<file path="src/rtl/ocv_pkg.sv">
package ocv_pkg;

    // Image layout
    localparam int IMAGE_BYTES = 6781;
    localparam int OFF_W = 13;
    localparam logic [OFF_W-1:0] LAST_OFFSET = OFF_W'(IMAGE_BYTES - 1);
    localparam int SECTIONS = 9;

    localparam logic [OFF_W-1:0] SEC_FIRST [SECTIONS] = '{
        13'h0000, 13'h0020, 13'h0045, 13'h0066, 13'h0CAB,
        13'h0CE1, 13'h143F, 13'h1641, 13'h19DF};
    localparam logic [OFF_W-1:0] SEC_CHECK [SECTIONS] = '{
        13'h001F, 13'h0044, 13'h0065, 13'h008B, 13'h0CE0,
        13'h143E, 13'h1640, 13'h19DE, 13'h1A7C};

    localparam logic [7:0] SEC_FLAG = 8'h01;
    localparam logic [7:0] SUM_MOD = 8'hFF;

    // ID and version byte offsets
    localparam logic [OFF_W-1:0] OFF_MODULE_ID   = 13'd1;
    localparam logic [OFF_W-1:0] OFF_PLATFORM_ID = 13'd2;
    localparam logic [OFF_W-1:0] OFF_LENS_ID     = 13'd8;
    localparam logic [OFF_W-1:0] OFF_VCM_ID      = 13'd9;
    localparam logic [OFF_W-1:0] OFF_DRIVER_ID   = 13'd10;
    localparam logic [OFF_W-1:0] OFF_VER_FIRST   = 13'd11;
    localparam logic [OFF_W-1:0] OFF_VER_LAST    = 13'd14;

    // AWB words: R, B, G unit, then R, B, G golden, high byte first
    localparam logic [OFF_W-1:0] OFF_AWB_FIRST = 13'h0CAC;
    localparam logic [OFF_W-1:0] OFF_AWB_LAST  = 13'h0CB7;
    localparam int AWB_WORDS = 6;

    // Metric arithmetic
    localparam int FRAC_SHIFT = 20;
    localparam int DIV_BITS = 32 + FRAC_SHIFT;
    localparam int METRIC_W = 54;
    localparam logic [METRIC_W-1:0] METRIC_ONES = '1;

    // Status codes
    localparam logic [2:0] ST_NORMAL    = 3'd0;
    localparam logic [2:0] ST_GROUP_BAD = 3'd1;
    localparam logic [2:0] ST_INFO_BAD  = 3'd2;
    localparam logic [2:0] ST_SUM_BAD   = 3'd3;
    localparam logic [2:0] ST_AWB_BAD   = 3'd4;

    // Register indexes
    localparam logic [2:0] REG_MODULE_ID   = 3'd0;
    localparam logic [2:0] REG_LENS_ID     = 3'd1;
    localparam logic [2:0] REG_VCM_ID      = 3'd2;
    localparam logic [2:0] REG_DRIVER_ID   = 3'd3;
    localparam logic [2:0] REG_PLATFORM_ID = 3'd4;
    localparam logic [2:0] REG_CAL_VERSION = 3'd5;
    localparam logic [2:0] REG_AWB_LIMIT   = 3'd6;

    localparam int QUEUE_DEPTH = 2;

    typedef struct packed {
        logic [7:0]  module_id;
        logic [7:0]  lens_id;
        logic [7:0]  vcm_id;
        logic [7:0]  driver_id;
        logic [7:0]  platform_id;
        logic [31:0] cal_version;
        logic [31:0] awb_limit;
    } cfg_t;

    localparam cfg_t CFG_RESET = '{
        module_id: 8'd5, lens_id: 8'd7, vcm_id: 8'd9, driver_id: 8'd3,
        platform_id: 8'd3, cal_version: 32'hFF000B01, awb_limit: 32'd10485};

    // One finished image, handed from front to back
    typedef struct packed {
        logic                          flag_fail;
        logic                          info_fail;
        logic                          sum_fail;
        logic [AWB_WORDS-1:0][15:0]    awb;
    } job_t;

endpackage

</file>
<file path="src/rtl/ocv_front.sv">
module ocv_front (
    input  logic          clk,
    input  logic          rst_n,
    input  logic          accept,
    input  logic [7:0]    eeprom_byte,
    input  ocv_pkg::cfg_t cfg,
    output logic          job_push,
    output ocv_pkg::job_t job
);

    logic [ocv_pkg::OFF_W-1:0] off_reg, off_next;
    logic [7:0]  res_reg, res_next;
    logic [31:0] ver_reg, ver_next;
    logic        flag_reg, flag_next;
    logic        id_reg, id_next;
    logic        sum_reg, sum_next;
    logic [ocv_pkg::AWB_WORDS-1:0][15:0] awb_reg, awb_next;
    logic        last;
    logic [8:0]  res_add;
    logic [3:0]  awb_rel;
    logic        in_sec;

    // Classify the byte against the section table and the field offsets
    always_comb
    begin
        flag_next = flag_reg;
        id_next = id_reg;
        sum_next = sum_reg;
        res_next = res_reg;
        ver_next = ver_reg;
        awb_next = awb_reg;
        in_sec = 1'b0;
        res_add = {1'b0, res_reg} + {1'b0, eeprom_byte};
        awb_rel = 4'(off_reg - ocv_pkg::OFF_AWB_FIRST);
        for (int k = 0; k < ocv_pkg::SECTIONS; k++)
        begin
            if (off_reg == ocv_pkg::SEC_FIRST[k])
            begin
                if (eeprom_byte != ocv_pkg::SEC_FLAG)
                    flag_next = 1'b1;
                res_next = '0;
            end
            else if (off_reg == ocv_pkg::SEC_CHECK[k])
            begin
                if ({1'b0, eeprom_byte} != {1'b0, res_reg} + 9'd1)
                    sum_next = 1'b1;
            end
            else if (off_reg > ocv_pkg::SEC_FIRST[k] && off_reg < ocv_pkg::SEC_CHECK[k])
            begin
                in_sec = 1'b1;
            end
        end
        // Keep the payload sum reduced modulo 255
        if (in_sec)
            res_next = (res_add >= {1'b0, ocv_pkg::SUM_MOD})
                     ? 8'(res_add - {1'b0, ocv_pkg::SUM_MOD}) : res_add[7:0];
        case (off_reg)
            ocv_pkg::OFF_MODULE_ID:   if (eeprom_byte != cfg.module_id)   id_next = 1'b1;
            ocv_pkg::OFF_PLATFORM_ID: if (eeprom_byte != cfg.platform_id) id_next = 1'b1;
            ocv_pkg::OFF_LENS_ID:     if (eeprom_byte != cfg.lens_id)     id_next = 1'b1;
            ocv_pkg::OFF_VCM_ID:      if (eeprom_byte != cfg.vcm_id)      id_next = 1'b1;
            ocv_pkg::OFF_DRIVER_ID:   if (eeprom_byte != cfg.driver_id)   id_next = 1'b1;
            default: ;
        endcase
        if (off_reg >= ocv_pkg::OFF_VER_FIRST && off_reg <= ocv_pkg::OFF_VER_LAST)
            ver_next = {ver_reg[23:0], eeprom_byte};
        if (off_reg >= ocv_pkg::OFF_AWB_FIRST && off_reg <= ocv_pkg::OFF_AWB_LAST)
        begin
            if (awb_rel[0])
                awb_next[awb_rel[3:1]][7:0] = eeprom_byte;
            else
                awb_next[awb_rel[3:1]][15:8] = eeprom_byte;
        end
    end

    assign last = off_reg >= ocv_pkg::LAST_OFFSET;
    assign off_next = last ? '0 : off_reg + 1'b1;

    // Hand the finished image to the back end
    assign job_push = accept && last;
    assign job.flag_fail = flag_next;
    assign job.info_fail = id_next || (ver_next != cfg.cal_version);
    assign job.sum_fail = sum_next;
    assign job.awb = awb_next;

    // Advance per image state, clear it after the last byte
    always_ff @(posedge clk or negedge rst_n)
    begin
        if (!rst_n)
        begin
            off_reg <= '0;
            res_reg <= '0;
            ver_reg <= '0;
            flag_reg <= 1'b0;
            id_reg <= 1'b0;
            sum_reg <= 1'b0;
        end
        else if (accept)
        begin
            off_reg <= off_next;
            res_reg <= last ? '0 : res_next;
            ver_reg <= last ? '0 : ver_next;
            flag_reg <= last ? 1'b0 : flag_next;
            id_reg <= last ? 1'b0 : id_next;
            sum_reg <= last ? 1'b0 : sum_next;
        end
    end

    // Capture AWB words, kept across images
    always_ff @(posedge clk)
    begin
        if (accept)
            awb_reg <= awb_next;
    end

endmodule

</file>
<file path="src/rtl/ocv_queue.sv">
module ocv_queue #(
    parameter int DEPTH = ocv_pkg::QUEUE_DEPTH
) (
    input  logic          clk,
    input  logic          rst_n,
    input  logic          wr_en,
    input  ocv_pkg::job_t wr_data,
    input  logic          rd_en,
    output ocv_pkg::job_t rd_data,
    output logic          full,
    output logic          empty
);

    localparam int PW = (DEPTH > 1) ? $clog2(DEPTH) : 1;
    localparam int CW = $clog2(DEPTH + 1);
    localparam logic [PW-1:0] PTR_LAST = PW'(DEPTH - 1);
    localparam logic [CW-1:0] CNT_FULL = CW'(DEPTH);

    ocv_pkg::job_t entry_reg [DEPTH];
    logic [PW-1:0] wr_ptr_reg, rd_ptr_reg;
    logic [CW-1:0] cnt_reg;
    logic          do_wr, do_rd;

    assign full = cnt_reg == CNT_FULL;
    assign empty = cnt_reg == '0;
    assign do_wr = wr_en && !full;
    assign do_rd = rd_en && !empty;
    assign rd_data = entry_reg[rd_ptr_reg];

    // Move pointers and count
    always_ff @(posedge clk or negedge rst_n)
    begin
        if (!rst_n)
        begin
            wr_ptr_reg <= '0;
            rd_ptr_reg <= '0;
            cnt_reg <= '0;
        end
        else
        begin
            if (do_wr)
                wr_ptr_reg <= (wr_ptr_reg == PTR_LAST) ? '0 : wr_ptr_reg + 1'b1;
            if (do_rd)
                rd_ptr_reg <= (rd_ptr_reg == PTR_LAST) ? '0 : rd_ptr_reg + 1'b1;
            if (do_wr && !do_rd)
                cnt_reg <= cnt_reg + 1'b1;
            else if (do_rd && !do_wr)
                cnt_reg <= cnt_reg - 1'b1;
        end
    end

    // Store the entry
    always_ff @(posedge clk)
    begin
        if (do_wr)
            entry_reg[wr_ptr_reg] <= wr_data;
    end

    a_no_overflow: assert property (@(posedge clk) disable iff (!rst_n)
        cnt_reg <= CNT_FULL)
        else $error("queue count beyond depth");
    a_push_full: assert property (@(posedge clk) disable iff (!rst_n)
        full && !do_rd |=> $stable(cnt_reg))
        else $error("queue count moved while full");
    a_empty_ptrs: assert property (@(posedge clk) disable iff (!rst_n)
        empty |-> wr_ptr_reg == rd_ptr_reg)
        else $error("queue pointers differ while empty");

endmodule

</file>
<file path="src/rtl/ocv_back.sv">
module ocv_back (
    input  logic                          clk,
    input  logic                          rst_n,
    input  logic                          job_empty,
    input  ocv_pkg::job_t                 job,
    output logic                          job_pop,
    input  logic [31:0]                   awb_limit,
    input  logic                          pop,
    output logic                          out_valid,
    output logic [2:0]                    status,
    output logic [ocv_pkg::METRIC_W-1:0]  awb_metric
);

    localparam logic [2:0] S_IDLE = 3'd0;
    localparam logic [2:0] S_PREP = 3'd1;
    localparam logic [2:0] S_DIV  = 3'd2;
    localparam logic [2:0] S_ACC  = 3'd3;
    localparam logic [2:0] S_DONE = 3'd4;
    localparam int NB = ocv_pkg::DIV_BITS;
    localparam int CNTW = $clog2(NB);
    localparam logic [CNTW-1:0] CNT_LAST = CNTW'(NB - 1);
    localparam int AW = ocv_pkg::METRIC_W + 1;

    logic [2:0]  state_reg, state_next;
    ocv_pkg::job_t job_reg, job_next;
    logic [1:0]  term_reg, term_next;
    logic [CNTW-1:0] cnt_reg, cnt_next;
    logic [31:0] rem_reg, rem_next;
    logic [31:0] dvs_reg, dvs_next;
    logic [NB-1:0] num_reg, num_next;
    logic [NB-1:0] quo_reg, quo_next;
    logic [AW-1:0] acc_reg, acc_next;
    logic        zero_reg, zero_next;
    logic        ov_reg, ov_next;
    logic [2:0]  st_reg, st_next;
    logic [ocv_pkg::METRIC_W-1:0] met_reg, met_next;

    logic [15:0] unit, golden, diff;
    logic [32:0] rsh;
    logic        ge;
    logic [ocv_pkg::METRIC_W-1:0] metric;
    logic        awb_out;
    logic        any_zero;

    assign any_zero = (job.awb[3] == '0) || (job.awb[4] == '0) || (job.awb[5] == '0);

    // Pick the unit and golden word of the current term
    always_comb
    begin
        case (term_reg)
            2'd0:    begin unit = job_reg.awb[0]; golden = job_reg.awb[3]; end
            2'd1:    begin unit = job_reg.awb[1]; golden = job_reg.awb[4]; end
            default: begin unit = job_reg.awb[2]; golden = job_reg.awb[5]; end
        endcase
        diff = (unit > golden) ? unit - golden : golden - unit;
    end

    // One restoring divide step per cycle
    assign rsh = {rem_reg, num_reg[NB-1]};
    assign ge = rsh >= {1'b0, dvs_reg};

    // Saturate metric and decide whether the AWB result is out of limit
    always_comb
    begin
        if (zero_reg || acc_reg > {1'b0, ocv_pkg::METRIC_ONES})
            metric = ocv_pkg::METRIC_ONES;
        else
            metric = acc_reg[ocv_pkg::METRIC_W-1:0];
        awb_out = zero_reg || (metric > {22'd0, awb_limit});
    end

    always_comb
    begin
        state_next = state_reg;
        job_next = job_reg;
        term_next = term_reg;
        cnt_next = cnt_reg;
        rem_next = rem_reg;
        dvs_next = dvs_reg;
        num_next = num_reg;
        quo_next = quo_reg;
        acc_next = acc_reg;
        zero_next = zero_reg;
        ov_next = ov_reg && !pop;
        st_next = st_reg;
        met_next = met_reg;
        job_pop = 1'b0;
        case (state_reg)
            S_IDLE:
            begin
                if (!job_empty)
                begin
                    job_pop = 1'b1;
                    job_next = job;
                    term_next = '0;
                    acc_next = '0;
                    zero_next = any_zero;
                    state_next = any_zero ? S_DONE : S_PREP;
                end
            end
            S_PREP:
            begin
                num_next = {32'(diff) * 32'(diff), ocv_pkg::FRAC_SHIFT'(0)};
                dvs_next = 32'(golden) * 32'(golden);
                rem_next = '0;
                quo_next = '0;
                cnt_next = '0;
                state_next = S_DIV;
            end
            S_DIV:
            begin
                rem_next = ge ? 32'(rsh - {1'b0, dvs_reg}) : rsh[31:0];
                quo_next = {quo_reg[NB-2:0], ge};
                num_next = {num_reg[NB-2:0], 1'b0};
                cnt_next = cnt_reg + 1'b1;
                if (cnt_reg == CNT_LAST)
                    state_next = S_ACC;
            end
            S_ACC:
            begin
                acc_next = acc_reg + AW'(quo_reg);
                if (term_reg == 2'd2)
                    state_next = S_DONE;
                else
                begin
                    term_next = term_reg + 1'b1;
                    state_next = S_PREP;
                end
            end
            S_DONE:
            begin
                if (!ov_next)
                begin
                    ov_next = 1'b1;
                    met_next = metric;
                    if (job_reg.flag_fail)
                        st_next = ocv_pkg::ST_GROUP_BAD;
                    else if (job_reg.info_fail)
                        st_next = ocv_pkg::ST_INFO_BAD;
                    else if (job_reg.sum_fail)
                        st_next = ocv_pkg::ST_SUM_BAD;
                    else if (awb_out)
                        st_next = ocv_pkg::ST_AWB_BAD;
                    else
                        st_next = ocv_pkg::ST_NORMAL;
                    state_next = S_IDLE;
                end
            end
            default: state_next = S_IDLE;
        endcase
    end

    // Hold control state
    always_ff @(posedge clk or negedge rst_n)
    begin
        if (!rst_n)
        begin
            state_reg <= S_IDLE;
            ov_reg <= 1'b0;
        end
        else
        begin
            state_reg <= state_next;
            ov_reg <= ov_next;
        end
    end

    // Hold datapath
    always_ff @(posedge clk)
    begin
        job_reg <= job_next;
        term_reg <= term_next;
        cnt_reg <= cnt_next;
        rem_reg <= rem_next;
        dvs_reg <= dvs_next;
        num_reg <= num_next;
        quo_reg <= quo_next;
        acc_reg <= acc_next;
        zero_reg <= zero_next;
        st_reg <= st_next;
        met_reg <= met_next;
    end

    assign out_valid = ov_reg;
    assign status = st_reg;
    assign awb_metric = met_reg;

    a_div_nonzero: assert property (@(posedge clk) disable iff (!rst_n)
        state_reg == S_DIV |-> dvs_reg != '0)
        else $error("divide by zero golden");
    a_rem_bound: assert property (@(posedge clk) disable iff (!rst_n)
        state_reg == S_DIV |-> rem_reg < dvs_reg)
        else $error("remainder not below divisor");
    a_div_end: assert property (@(posedge clk) disable iff (!rst_n)
        state_reg == S_DIV && cnt_reg == CNT_LAST |=> state_reg == S_ACC)
        else $error("divide did not finish after all bits");

endmodule

</file>
<file path="src/rtl/camera_otp_calibration_validator_core.sv">
// Calibration image checker. Push one image byte per cycle, in address order from
// offset zero; a full image is 6781 bytes and yields one result transaction on the
// result side carrying status and the AWB deviation metric. The front end takes a
// byte every cycle while full is low and starts on the next image at once; the
// finished images wait in a small queue (QUEUE_DEPTH entries) for the back end.
// Per image the back end runs three terms, each a prepare step, a 52-bit serial
// divide and an accumulate, then a done state registers the result; a zero golden
// word skips the terms. full rises while the queue holds QUEUE_DEPTH finished
// images, then holds off every byte, even mid image. Write registers while idle.
module camera_otp_calibration_validator_core #(
    parameter int QUEUE_DEPTH = ocv_pkg::QUEUE_DEPTH
) (
    input  logic        clk,
    input  logic        rst_n,
    input  logic        push,
    output logic        full,
    input  logic [7:0]  eeprom_byte,
    output logic        empty,
    input  logic        pop,
    output logic [2:0]  status,
    output logic [53:0] awb_metric,
    input  logic        cfg_write,
    input  logic [2:0]  cfg_index,
    input  logic [31:0] cfg_data
);

    ocv_pkg::cfg_t cfg_reg;
    ocv_pkg::job_t front_job, back_job;
    logic          job_push, job_pop, q_full, q_empty, accept, out_valid;

    // Write configuration registers
    always_ff @(posedge clk or negedge rst_n)
    begin
        if (!rst_n)
            cfg_reg <= ocv_pkg::CFG_RESET;
        else if (cfg_write)
        begin
            case (cfg_index)
                ocv_pkg::REG_MODULE_ID:   cfg_reg.module_id <= cfg_data[7:0];
                ocv_pkg::REG_LENS_ID:     cfg_reg.lens_id <= cfg_data[7:0];
                ocv_pkg::REG_VCM_ID:      cfg_reg.vcm_id <= cfg_data[7:0];
                ocv_pkg::REG_DRIVER_ID:   cfg_reg.driver_id <= cfg_data[7:0];
                ocv_pkg::REG_PLATFORM_ID: cfg_reg.platform_id <= cfg_data[7:0];
                ocv_pkg::REG_CAL_VERSION: cfg_reg.cal_version <= cfg_data;
                ocv_pkg::REG_AWB_LIMIT:   cfg_reg.awb_limit <= cfg_data;
                default: ;
            endcase
        end
    end

    assign full = q_full;
    assign accept = push && !q_full;
    assign empty = !out_valid;

    ocv_front u_front (
        .clk         (clk),
        .rst_n       (rst_n),
        .accept      (accept),
        .eeprom_byte (eeprom_byte),
        .cfg         (cfg_reg),
        .job_push    (job_push),
        .job         (front_job)
    );

    ocv_queue #(
        .DEPTH (QUEUE_DEPTH)
    ) u_queue (
        .clk     (clk),
        .rst_n   (rst_n),
        .wr_en   (job_push),
        .wr_data (front_job),
        .rd_en   (job_pop),
        .rd_data (back_job),
        .full    (q_full),
        .empty   (q_empty)
    );

    ocv_back u_back (
        .clk        (clk),
        .rst_n      (rst_n),
        .job_empty  (q_empty),
        .job        (back_job),
        .job_pop    (job_pop),
        .awb_limit  (cfg_reg.awb_limit),
        .pop        (pop),
        .out_valid  (out_valid),
        .status     (status),
        .awb_metric (awb_metric)
    );

endmodule

</file>
<file path="config.mk">
export PLATFORM = sky130hd
export DESIGN_NAME = camera_otp_calibration_validator_core
export DESIGN_NICKNAME = d
export VERILOG_FILES = /design/src/rtl/ocv_pkg.sv /design/src/rtl/ocv_front.sv /design/src/rtl/ocv_queue.sv /design/src/rtl/ocv_back.sv /design/src/rtl/camera_otp_calibration_validator_core.sv
export SDC_FILE = /design/constraint.sdc
export NUM_CORES = 2
export LEC_CHECK = 0
export BUFFER_PORTS_ARGS = -buffer_cell sky130_fd_sc_hd__buf_2
export CAP_MARGIN = 20
export CORE_MARGIN = 2
export CORE_UTILIZATION = 50
export CTS_BUF_LIST = sky130_fd_sc_hd__clkbuf_4 sky130_fd_sc_hd__clkbuf_8
export DETAILED_ROUTE_END_ITERATION = 16
export PLACE_DENSITY_LB_ADDON = 0.2
export SLEW_MARGIN = 10
export SYNTH_ARGS = -nofsm -noshare
export SYNTH_HDL_FRONTEND = slang
export SYNTH_SLANG_ARGS = --single-unit
</file>
<file path="constraint.sdc">
create_clock -name clk -period 10.3 [get_ports clk]
set_input_delay 0.515 -clock clk [delete_from_list [all_inputs] [get_ports clk]]
set_output_delay 0.515 -clock clk [all_outputs]
set_load 0.1 [all_outputs]
</file>
# After elaboration in Yosys (flattened, before gate mapping)
# Memory sizes are Yosys's and may differ from the RTL's.
# Cells that the tools add are included.
# W data, S select, Z words.
dict set report op_classes {
  n_reduce_logical 56
  bitwise_logic 2
  addsub 15
  n_eq_ne 48
  n_lt_le_gt_ge 30
  n_mul 2
  n_mux 136
}
# operator count
set op_table {}
lappend op_table {{$pmux W52 S2} 2}
lappend op_table {{$bwmux W96} 2}
lappend op_table {{$mux W96} 2}
lappend op_table {{$pmux W55 S2} 1}
lappend op_table {{$mux W8} 13}
lappend op_table {{$demux W16 S3} 2}
lappend op_table {{$mux W32} 3}
lappend op_table {{$eq A13 B13 Y1 const B} 7}
lappend op_table {{$mux W1} 87}
lappend op_table {{$mul A16 B16 Y32} 2}
lappend op_table {{$pmux W16 S2} 2}
lappend op_table {{$pmux W32 S2} 1}
lappend op_table {{$add A55 B52 Y55} 1}
lappend op_table {{$gt A55 B54 Y1 const B} 1}
lappend op_table {{$mux W55} 1}
lappend op_table {{$gt A54 B32 Y1} 1}
lappend op_table {{$mux W54} 1}
lappend op_table {{$eq A13 B7 Y1 const B} 4}
lappend op_table {{$lt A13 B13 Y1 const B} 4}
lappend op_table {{$logic_not A16 Y1} 3}
lappend op_table {{$ne A8 B8 Y1} 5}
lappend op_table {{$eq A13 B12 Y1 const B} 3}
lappend op_table {{$eq A13 B4 Y1 const B} 3}
lappend op_table {{$gt A13 B13 Y1 const B} 3}
lappend op_table {{65 further kinds} 135}
dict set report totals {
  in_bits 48
  ramBits 198
  out_inout_bits 59
  register_bits 652
  wordCells 334
  mem_count 1
}
# name depth width read_ports rd_ports_with_merged_regs wr line
set memory_table {}
lappend memory_table {u_queue.entry_reg 2 99 1 0 1 ocv_queue.sv:19} ;# ocv_pkg::job_t entry_reg [DEPTH];

# Depth between registers and ports, before layout
dict set report logic_depth {
  ltp_word 31
  ltp_mapped 45
  depth_no_buf 42
}

# Cells and area by module
# From an unflattened synthesis, not the netlist that was laid out.
dict set report hier_totals {
  cells_unflattened 4846
  hier_area_um2 55594.6
}
# module instances cells_per_inst area_each_um2 seq_area_each_um2
set modules_own_cells {}
lappend modules_own_cells {ocv_back 1 3454 34543.1 11120.7}
lappend modules_own_cells {ocv_front 1 835 9241.4 4284.1}
lappend modules_own_cells {ocv_queue 1 327 7840.0 6045.8}
lappend modules_own_cells {camera_otp_calibration_validator_core 1 230 3970.1 2641.3}

# Least setup slack after synthesis
# No wires, ideal clock.
dict set report synth_timing {
  kind {register to register}
  startpoint {register u_back.term_reg[0]}
  endpoint {register u_back.num_reg[50] (data pin)}
  setup_time_ns 0.267
  path_slack_ns -0.004
  path_buffers 5
  path_stages_with_launch 43
  arrival_ns 10.037
  period_less_slack_ns 10.304
  required_ns 10.033
  cell_sequence {edfxtp_1 -> inv_1 -> ha_1 -> nor2_1 -> clkbuf_1 -> buf_1 -> buf_1 -> a21o_1 -> inv_1 -> ha_1 -> fa_1 -> nand2b_1 -> a21oi_1 -> nor3_1 -> o31ai_1 -> buf_2 -> nand2_4 -> a21oi_1 -> [... 7 more ...] -> fa_1 -> fa_1 -> fa_1 -> fa_1 -> inv_1 -> fa_1 -> inv_1 -> ha_1 -> and4_1 -> a2111oi_0 -> o21ai_0 -> o221ai_1 -> o21ai_0 -> o211ai_1 -> nand3_1 -> a31oi_1 -> xor2_1 -> o21ai_0}
}
dict set report synth_via {
  elab_chain_cells 6
  word_cells_on_any_way 10
  cone_classes {2 x add/sub; 1 x mul; 1 x order compare; 1 x eq/ne; 4 x mux; 1 x reduce/logical}
}
# item line
set synth_rtl {}
lappend synth_rtl {{start, declared} ocv_back.sv:26} ;# logic [1:0] term_reg, term_next;
lappend synth_rtl {{start signal, assigned} ocv_back.sv:172} ;# term_reg <= term_next;
lappend synth_rtl {{$eq A2 B1 Y1 / $logic_not A2 Y1 (equally long branches)} ocv_back.sv:50} ;# case (term_reg)
lappend synth_rtl {{$pmux W16 S2} ocv_back.sv:50}
lappend synth_rtl {{$sub A16 B16 Y16 / $gt A16 B16 Y1 (equally long branches)} ocv_back.sv:55} ;# diff = (unit > golden) ? unit - golden : golden - unit;
lappend synth_rtl {{$mux W16 *} ocv_back.sv:55}
lappend synth_rtl {{$mul A16 B16 Y32 *} ocv_back.sv:103} ;# num_next = {32'(diff) * 32'(diff), ocv_pkg::FRAC_SHIFT'(0)};
lappend synth_rtl {{$pmux W52 S2 *} ocv_back.sv:88} ;# case (state_reg)
lappend synth_rtl {{net u_back.num_next[50]} ocv_back.sv:30} ;# logic [NB-1:0] num_reg, num_next;
lappend synth_rtl {{end signal, assigned} ocv_back.sv:176} ;# num_reg <= num_next;
lappend synth_rtl {{end, declared} ocv_back.sv:30}
# The timed path passes the listed nets; every way through them passes the cells marked *. The select of a mux whose other input is x is not followed.
# A chain may end at the register's enable or synchronous reset.

# Worst setup path in the final report
dict set report layout_timing {
  startpoint {register u_back.term_reg[0]}
  endpoint {register u_back.num_reg[51] (data pin)}
}
# The elaborated chain is that of the path after synthesis.

==> results.txt <==
The run finished with clean final reports. The worst slack on hold paths is 0.0978 ns. The distinct cell type count after synthesis came out at 94. The clock net sink count is 829. The critical path startpoint category is a register.

The arrival time of the worst setup path is 10.59 ns. The first-pass GRT wire length came out at 211000 µm. The non-filler instance count after layout came out at 6584.

The clock period minus final worst setup slack is 9.91 ns. The flip-flop count of the largest register after layout came out at 198. The number of rows in the core area is 121. The placed instance count is 6280. The per-cell routed wire length is 20.3 µm. The vertical die dimension is 335 µm. The worst path buffer plus inverter count came out at 11. The kind of cell adding the most delay to the critical path is adder cells. Entering global routing, the biggest net connects 88 pins. Timing would allow up to 101 MHz. Port buffering added 106 buffers. The starting DRC count in detailed routing is 2879.

The detailed-placement wirelength estimate came out at 96300 µm. The synthesized netlist net count is 5534. The slew at the pin closest to its max-slew limit is 1.09 ns.

The TritonCTS clock tree is built. Sorting the synthesized cells by how often they occur yields edfxtp_1 (661), inv_1 (580), nor2_1 (387). The required time at the worst-slack endpoint is 10.98 ns. The total of fill cells in the finished design came out at 9201. The clock transition at the register clock pins on the worst setup and hold paths after CTS came out at 0.06 ns. STA classifies the critical path endpoint as a register. The per-cell via count in the routed design came out at 5.60.

The number of antenna violations at the first check in global routing came to 2. The routed via count came out at 36900. The top-level I/O count came out at 107.

The detailed-route DRC error count is 0. At the end of routability-driven placement, the weighted congestion stood at 0.894. The met3 capacity usage during global routing came out at 3.85%. The area growth from synthesis to layout came out at 11.8%. The tree is rooted in a clkbuf_8. Measured along the x axis, the die boundary spans 335 µm.

Measured against its own limit, the worst slew margin works out to 26.8%. Summed over all layers, the routed wires come to 134000 µm. The synthesized area is 0.0548 mm². The cell type of the slowest stage on the worst timing path is fa_1. For this run, the slowest stage of the critical path takes 0.58 ns. The proportion of synthesized chip area in sequential cells came out at 44.0%. The total area inside the core boundary comes to 0.109 mm². In this run the worst path has a maximum fanout of 12. The most frequent cell after synthesis is edfxtp_1.

The share of synthesized registers carrying an async set or reset is 20.3%. Synthesis produced 4796 cells. The fraction of met1 tracks used by global routing is 34.9%. The area share of the leading cell type in the synthesized netlist is 36.2%. The floorplan die area came out at 0.112 mm². The min-delay analysis places its worst path in the category primary input to register. The maximum buffer depth of the clock tree is 3. In this run the most used layer during global routing was met2.

The number of H-tree branching levels is 4. The overflow left after global routing came out at 0. For this run, the post-layout net count is 5791.

The share of post-route cells with drive strength above 1 came out at 17.8%. After synthesis the netlist holds a flip-flop and latch count of 829. The cell type contributing the most total cell area after synthesis is edfxtp_1.

Setup violations remaining at the end of the flow were counted as 0. The final hold violation count came out at 0. The number of violations of the max-capacitance limit came out at 0. The clock latency on the worst-skew pair came out at 0.84 ns. The number of iterations in the first detailed-routing pass came out at 7. Ranked by total cell area, the synthesized netlist is headed by edfxtp_1 (36%), fa_1 (12%), ha_1 (8.2%). The clock skew after layout came out at 0.0499 ns. The critical path is of the register to register type. After synthesis, the mean cell area works out to 11.4 µm².

Global routing consumed, over all layers together, 24.0% of the routing resources. The most used flip-flop cell after synthesis is edfxtp_1. For this run, the number of Yosys warnings is 0. The number of max-slew violations in the final report was 0. The initial cell density of the core came out at 50.4%. The number of global-route vias before repair is 37200. Of the available clock period, the critical path in the final layout requires 96.2%. The number of synthesized flops with an enable pin is 661. In this run, CTS created clock tree buffers numbering 143. Once detail routing completed, the nets flagged for antenna violations numbered 0. The global routing met2 resource utilization is 37.4%.
## stage by stage
stage	area, µm²	utilization, %	TNS, ns	setup WS, ns
global placement	57500	52.9	0	0.309
global route	61200	56.3	-0.00963	-0.00594
CTS	60900	56.0	0	0.102
finish	61200	56.3	0	0.392
detailed placement	57500	52.9	0	0.132
floorplan	54800	-	0	0.0909
## metal layers
layer / routed length (µm) / share of wire, %
met1: 62500 / 47
met2: 60600 / 45
met3: 7410 / 5.5
met4: 3120 / 2.3
met5: 0 / 0
## kinds of logic after synthesis
| family | share of synthesized area, % |
|---|---|
| compound gates | 9.59 |
| mux | 6.99 |
| flops | 44.0 |
| buf+inv | 5.39 |
| xor+xnor | 3.61 |
| fa+ha+maj | 20.3 |
| simple gates | 10.1 |
## cells in the final DEF, fill, tap and decap left out, drive strengths merged, types with 18 or more instances in the layout
| cell type | n |
|---|---|
| a31oi | 25 |
| o21bai | 27 |
| fa | 332 |
| clkbuf | 195 |
| o21ai | 147 |
| nand2 | 271 |
| xor2 | 118 |
| or3 | 66 |
| dfstp | 31 |
| a21oi | 196 |
| nor4 | 42 |
| nor2b | 21 |
| nand4 | 41 |
| nor3 | 69 |
| dfrtp | 137 |
| nand2b | 46 |
| buf | 261 |
| inv | 599 |
| nor2 | 388 |
| and3 | 20 |
| edfxtp | 661 |
| mux2i | 44 |
| nand3 | 55 |
| a211oi | 21 |
| dlygate4sd3 | 32 |
| ha | 358 |
| mux2 | 301 |
| o21a | 23 |
| and2 | 71 |
| xnor2 | 108 |
| a21o | 113 |
| a22o | 68 |
| o31ai | 18 |
| clkinv | 46 |
## cell type report
type | instances | area [µm²] | area share (%)
Antenna cell | 2 | 5.00 | 0.00817
Inverter | 591 | 2220 | 3.63
Sequential cell | 829 | 24100 | 39.3
Multi-Input combinational cell | 3195 | 28000 | 45.8
Timing Repair Buffer | 293 | 2090 | 3.41
Clock inverter | 65 | 629 | 1.03
Clock buffer | 195 | 2400 | 3.91
Tap cell | 1414 | 1770 | 2.89
## worst paths after layout
check,depth (start not counted),from,slack (ns),to
min,2,cfg_data[7],0.1,cfg_reg[39]
max reg2reg,41,u_back.term_reg[0],0.39,u_back.num_reg[51]
max,41,u_back.term_reg[0],0.39,u_back.num_reg[51]
max in group asynchronous,4,rst_n,8.69,cfg_reg[56]
min in group asynchronous,2,rst_n,0.33,u_front.res_reg[0]
min reg2reg,1,u_queue.cnt_reg[1],0.50,u_queue.cnt_reg[1]
## what timing repair did
| item | in CTS | in global routing |
|---|---|---|
| endpoints found under the setup margin | 0 | 7 |
| hold buffers | 32 | 0 |
| gates resized for setup | 0 | 51 |
| buffers inserted | 0 | 8 |
| hold endpoints to repair | 165 | 0 |
Power is not shown: default switching activity piles up to over one toggle a cycle in this logic, so the estimate is an artifact.
